**config.mk**
```make
export PLATFORM = sky130hd
export DESIGN_NAME = ilie_cell
export DESIGN_NICKNAME = d
export VERILOG_FILES = /design/src/hw/rtl/ilie_pkg.sv /design/src/hw/rtl/ilie_cell.sv
export SDC_FILE = /design/constraint.sdc
export NUM_CORES = 1
export LEC_CHECK = 0
export BUFFER_PORTS_ARGS = -buffer_cell sky130_fd_sc_hd__buf_2
export CORE_UTILIZATION = 34
export CTS_CLUSTER_DIAMETER = 60
export DETAILED_ROUTE_END_ITERATION = 10
export HOLD_SLACK_MARGIN = 0.06
export PLACE_DENSITY = 0.78
export SKIP_CTS_REPAIR_TIMING = 1
export SYNTH_ARGS = -nofsm -noshare
export SYNTH_HDL_FRONTEND = slang
export SYNTH_SLANG_ARGS = --single-unit
```
**constraint.sdc**
```tcl
create_clock -name clk -period 4.6 [get_ports clk]
set_input_delay 1.15 -clock clk [delete_from_list [all_inputs] [get_ports clk]]
set_output_delay 1.15 -clock clk [all_outputs]
set_load 0.02 [all_outputs]
```
**src/hw/rtl/ilie_pkg.sv**
```systemverilog
// Package for the indexed list block: request codes, controller states and
// the command word that the controller broadcasts to the row of entry cells.
// No dependencies.
package ilie_pkg;

	// Width of a position or a count inside the row; holds up to 2047.
	localparam int POS_W = 11;
	localparam int DATA_W = 32;

	// Request codes on the op port.
	typedef enum logic [3:0] {
		OP_READ   = 4'd0,
		OP_WRITE  = 4'd1,
		OP_INSERT = 4'd2,
		OP_ERASE  = 4'd3,
		OP_PUSH   = 4'd4,
		OP_POP    = 4'd5,
		OP_CLEAR  = 4'd6,
		OP_RESIZE = 4'd7,
		OP_ASSIGN = 4'd8
	} ilie_op_t;

	// Result status codes.
	localparam logic [1:0] ST_OK    = 2'd0;
	localparam logic [1:0] ST_RANGE = 2'd1;
	localparam logic [1:0] ST_FULL  = 2'd2;

	// Controller states.
	typedef enum logic [1:0] {
		S_IDLE,
		S_EXEC,
		S_RESP
	} ilie_state_t;

	// What each cell does with its entry in the execute cycle.
	typedef enum logic [1:0] {
		CMD_NONE,
		CMD_FILL,
		CMD_SHIFT_UP,
		CMD_SHIFT_DOWN
	} ilie_cmd_kind_t;

	// Command word seen by every cell; lo and hi bound the affected span.
	typedef struct packed {
		ilie_cmd_kind_t      kind;
		logic                rd;
		logic [POS_W-1:0]    lo;
		logic [POS_W-1:0]    hi;
		logic [DATA_W-1:0]   value;
	} ilie_cmd_t;

endpackage

```
**src/hw/rtl/ilie_cell.sv**
```systemverilog
// One entry cell of the list row: holds one entry and takes the value, its
// lower neighbor's entry or its upper neighbor's entry on command.
// Depends on ilie_pkg.
module ilie_cell #(
	parameter int POS = 0
) (
	input  logic                             clk,
	input  ilie_pkg::ilie_cmd_t              cmd,
	input  logic [ilie_pkg::DATA_W-1:0]      left,
	input  logic [ilie_pkg::DATA_W-1:0]      right,
	output logic [ilie_pkg::DATA_W-1:0]      entry,
	output logic [ilie_pkg::DATA_W-1:0]      rd_data
);

	localparam logic [ilie_pkg::POS_W-1:0] P = ilie_pkg::POS_W'(POS);

	logic [ilie_pkg::DATA_W-1:0] entry_q;
	logic [ilie_pkg::DATA_W-1:0] entry_d;
	logic                        we;
	logic                        at_lo;
	logic                        in_span;

	assign at_lo   = (P == cmd.lo);
	assign in_span = (P >= cmd.lo) && (P < cmd.hi);

	// Pick the new entry for this position.
	always_comb begin
		we      = 1'b0;
		entry_d = cmd.value;
		case (cmd.kind)
			ilie_pkg::CMD_FILL: begin
				we = in_span;
			end
			ilie_pkg::CMD_SHIFT_UP: begin
				if (at_lo) begin
					we = 1'b1;
				end else if (in_span) begin
					we      = 1'b1;
					entry_d = left;
				end
			end
			ilie_pkg::CMD_SHIFT_DOWN: begin
				we      = in_span;
				entry_d = right;
			end
			default: begin
				we = 1'b0;
			end
		endcase
	end

	// Entry storage; undefined until first written.
	always_ff @(posedge clk) begin
		if (we) begin
			entry_q <= entry_d;
		end
	end

	assign entry   = entry_q;
	// Only the addressed cell drives a nonzero word into the read tree.
	assign rd_data = (cmd.rd && at_lo) ? entry_q : '0;

endmodule

```
After elaboration in Yosys (flattened, before gate mapping)
Cells that the tools add are included.
{"block": "word_totals", "regBits": 32, "input_bits": 122}
{"block": "classes", "magnitude_cmp": 2, "n_eq_ne": 3, "mux": 7, "n_reduce_logical": 4}
{"op": "$mux W32", "count": 3}
{"op": "$pmux W32 S2", "count": 1}
{"op": "$ge A1 B11 Y1 const A", "count": 1}
{"op": "$logic_not A11 Y1", "count": 1}
{"op": "$lt A1 B11 Y1 const A", "count": 1}
{"op": "$eq A2 B2 Y1 const B", "count": 2}
{"op": "$eq A2 B1 Y1 const B", "count": 1}
{"op": "$logic_and A1 B1 Y1", "count": 2}
{"op": "$mux W1", "count": 2}
{"op": "$pmux W1 S2", "count": 1}
{"op": "$reduce_or A2 Y1", "count": 1}

Logic depth before layout (Yosys ltp)
{"block": "logic_depth", "word_depth": 5, "ltp_mapped": 4}

Least setup slack after synthesis
Ideal clock, no wire load.
{"block": "synth_path", "path_kind": "input port to flip-flop", "from": "in cmd[43] in the netlist's numbering", "to": "reg entry_q (netlist bit entry[0]) (enable)", "setup_time_ps": 441, "arrival_ps": 3254, "slack_ps": 905, "cell_stages": 3, "n_path_buf": 0, "cell_sequence": "nor4_2 -> o2111ai_1 -> a31oi_1"}
{"block": "synth_between", "elab_chain_len": 5}
{"element": "from (decl)", "line_no": "ilie_cell.sv:8", "source": "input ilie_pkg::ilie_cmd_t cmd,"}
{"element": "$ge A1 B11 Y1", "line_no": "ilie_cell.sv:24", "source": "assign in_span = (P >= cmd.lo) && (P < cmd.hi);"}
{"element": "$logic_and A1 B1 Y1", "line_no": "ilie_cell.sv:24"}
{"element": "$mux W1", "line_no": "ilie_cell.sv:37", "source": "end else if (in_span) begin"}
{"element": "$mux W1", "line_no": "ilie_cell.sv:35", "source": "if (at_lo) begin"}
{"element": "$pmux W1 S2 (*)", "line_no": "ilie_cell.sv:30", "source": "case (cmd.kind)"}
{"element": "named net we", "line_no": "ilie_cell.sv:19", "source": "logic we;"}
{"element": "to (signal assigned)", "line_no": "ilie_cell.sv:55", "source": "entry_q <= entry_d;"}
{"element": "to (decl)", "line_no": "ilie_cell.sv:17", "source": "logic [ilie_pkg::DATA_W-1:0] entry_q;"}
The timed path passes the listed nets; every way through them passes the cells marked *.
A chain may end at the register's enable or synchronous reset.

Worst setup path after layout
{"block": "layout_path", "from": "in cmd[43] in the netlist's numbering", "to": "out rd_data[23] in the netlist's numbering"}
{"block": "layout_between", "elab_chain_len": 3}
{"element": "$logic_not A11 Y1", "line_no": "ilie_cell.sv:23", "source": "assign at_lo = (P == cmd.lo);"}
{"element": "$logic_and A1 B1 Y1", "line_no": "ilie_cell.sv:61", "source": "assign rd_data = (cmd.rd && at_lo) ? entry_q : '0;"}
{"element": "$mux W32", "line_no": "ilie_cell.sv:61"}
{"element": "to (decl)", "line_no": "ilie_cell.sv:12", "source": "output logic [ilie_pkg::DATA_W-1:0] rd_data"}
No other way between the ends.

==> metrics.yaml <==
fin_ws_ns: 1.05
grt-ovfl-total: 0
p_sw_share_pct: 19.7
cp.arrival_ns: 2.40
wl_um: 4640
peakVddDrop_mv: 0.170
p_leak_nw: 1.24
synth_fp_nets: 234
p_seq_share_pct: 48.6
die_area_mm2: 0.00514
grtUsageTotal_pct: 19.1
crit_path_cell_trace: "buf_2 -> nor4_2 -> and4_4 -> and2_1 -> buf_2"
post-route-period-util_pct: 77.1
antenna_found_initial: 0
area_delta_synth_final_pct: 55.7
slowest_delay_ns: 0.46
grtUsageMet3_pct: 6.61
vias_per_cell: 4.67
hp-class: "input port to flip-flop"
worst-path-buf-inv: 2
largest_reg_flops: 32
diodes: 0
tritoncts: "built"
met2_usage_pct: 34.2
drive_above_1_share_pct: 73.9
cp-end-kind: "output pin"
avgSynthCellArea_um2: 14.7
min_period_ns: 3.55
synthCells: 112
syn_area_mm2: 0.00165
grt_pass1_vias: 1476
dr_total_vias: 1495
start_kind: "input port"
crit_family: "simple AND/OR/NAND/NOR gates"
cts_root_buf: "clkbuf_8"
path_clk_slew_ns: 0.08
power_switching_uw: 131
critical_path_class: "input port to output pin"
required_ns: 3.45
fp-row-count: 24
start_util_pct: 36.7
drc: 0
die_height_um: 71.7
numClockSinks: 32
coreArea_mm2: 0.00450
timing.max_slew.rel_slack_pct: 31.7
hold_violations: 0
pin_count: 186
first_pass_iters: 4
worst_path_max_delay_cell: "and4_4"
ys_seq_elements: 32
status: "complete, no violations"
cap_violations: 0
cellPowerDensity_mw_per_mm2: 258
netlist-cell-type-count: 13
max_clock_freq_mhz: 282
grt_pass1_wl_um: 7200
clk_path_buf_depth: 2
mostFrequentLayoutCells: "153 x buf_2, 32 x mux2_2, 32 x and2_1, 32 x edfxtp_1, 5 x clkbuf_8"
clkPwrFrac_pct: 40.7
dp_slack_ns: 1.04
numCtsBuffers: 5
comb_power_share_pct: 10.7
ys_warn_count: 0
final_nets: 389
die_x_um: 71.7
finalSetupViolCount: 0
dpl.hpwl_um: 3710
critPathMostFrequentCell: "buf_2"
grt_util_met1_pct: 21.3
detail_route.wl_per_cell_um: 14.5
io_buffers: 153
fin_tns_setup_ns: 0
ys_seq_area_share_pct: 58.2
grt_max_degree: 33
rsz0062_at_grt: "no"
routabilityCongestion: 0.792
final_common_cell: "buf_2"
tightest_slew_ns: 1.02
slew_violations: 0
p_int_uw: 533
cts_htree_levels: 2
worstPathMaxFanout: 32
drt_iter0_drc: 51
busiest_layer: "met2"
ant_nets: 0
cell type report:
type	instances	area (um^2)
timing repair buffer	154	773
sequential	32	961
fill	385	1930
clock buffer	5	68.8
clock inverter	3	46.3
multi-input combinational	74	657
tap	52	65.1
final timing paths:
path	start	end	slack, ns	cells after the start
worst min-delay path	cmd[18]	entry[18]$_DFFE_PP_	1.16	2
worst max-delay path	cmd[43]	rd_data[23]	1.05	5
synthesized netlist by cell type:
cell type / number / share of area (%)
nor4_1: 2 / 0.76
edfxtp_1: 32 / 58
buf_2: 3 / 0.91
a31oi_1: 1 / 0.38
nor4_2: 2 / 1.5
mux2_2: 32 / 22
and2_1: 32 / 12
nor4b_1: 1 / 0.53
o2111ai_1: 1 / 0.53
nand2_1: 1 / 0.23
buf_6: 3 / 2.0
and4_4: 1 / 0.68
nor3_1: 1 / 0.30
layer usage:
layer / share of wire (%) / wire (um) / up-vias
met5: 0 / 0 / -
met4: 1.4 / 63 / 0
li1: - / - / 726
met1: 38 / 1790 / 652
met2: 49 / 2290 / 112
met3: 11 / 502 / 5
stage by stage:
step	cells	utilization, %	cell area, um^2	hold slack (ns)	total power [mW]
floorplan	112	-	1650	1.37	0.359
global placement	312	54.5	2460	1.45	0.399
detailed placement	312	54.5	2460	1.45	0.402
CTS	320	57.1	2570	1.15	0.675
global route	320	57.1	2570	1.15	0.692
finish	320	57.1	2570	1.16	0.664
logic make-up after synthesis:
group | count (synthesis) | share of synthesized area [%]
AND/OR/NAND/NOR | 40 | 16.1
buffers and inverters | 6 | 2.95
flip-flops | 32 | 58.2
multiplexers | 32 | 21.8
AO/OA/AOI/OAI | 2 | 0.909
power groups by stage:
stage / Clock (mW) / Combinational, mW / Sequential, mW
6_report: 0.270 / 0.0714 / 0.323
5_1_grt: 0.290 / 0.0796 / 0.323
4_1_cts: 0.280 / 0.0724 / 0.323
3_5_place_dp: 0 / 0.0723 / 0.329
3_3_place_gp: 0 / 0.0695 / 0.329
2_1_floorplan: 0 / 0.0295 / 0.330
No activity file was read; power rests on OpenSTA's default activity.
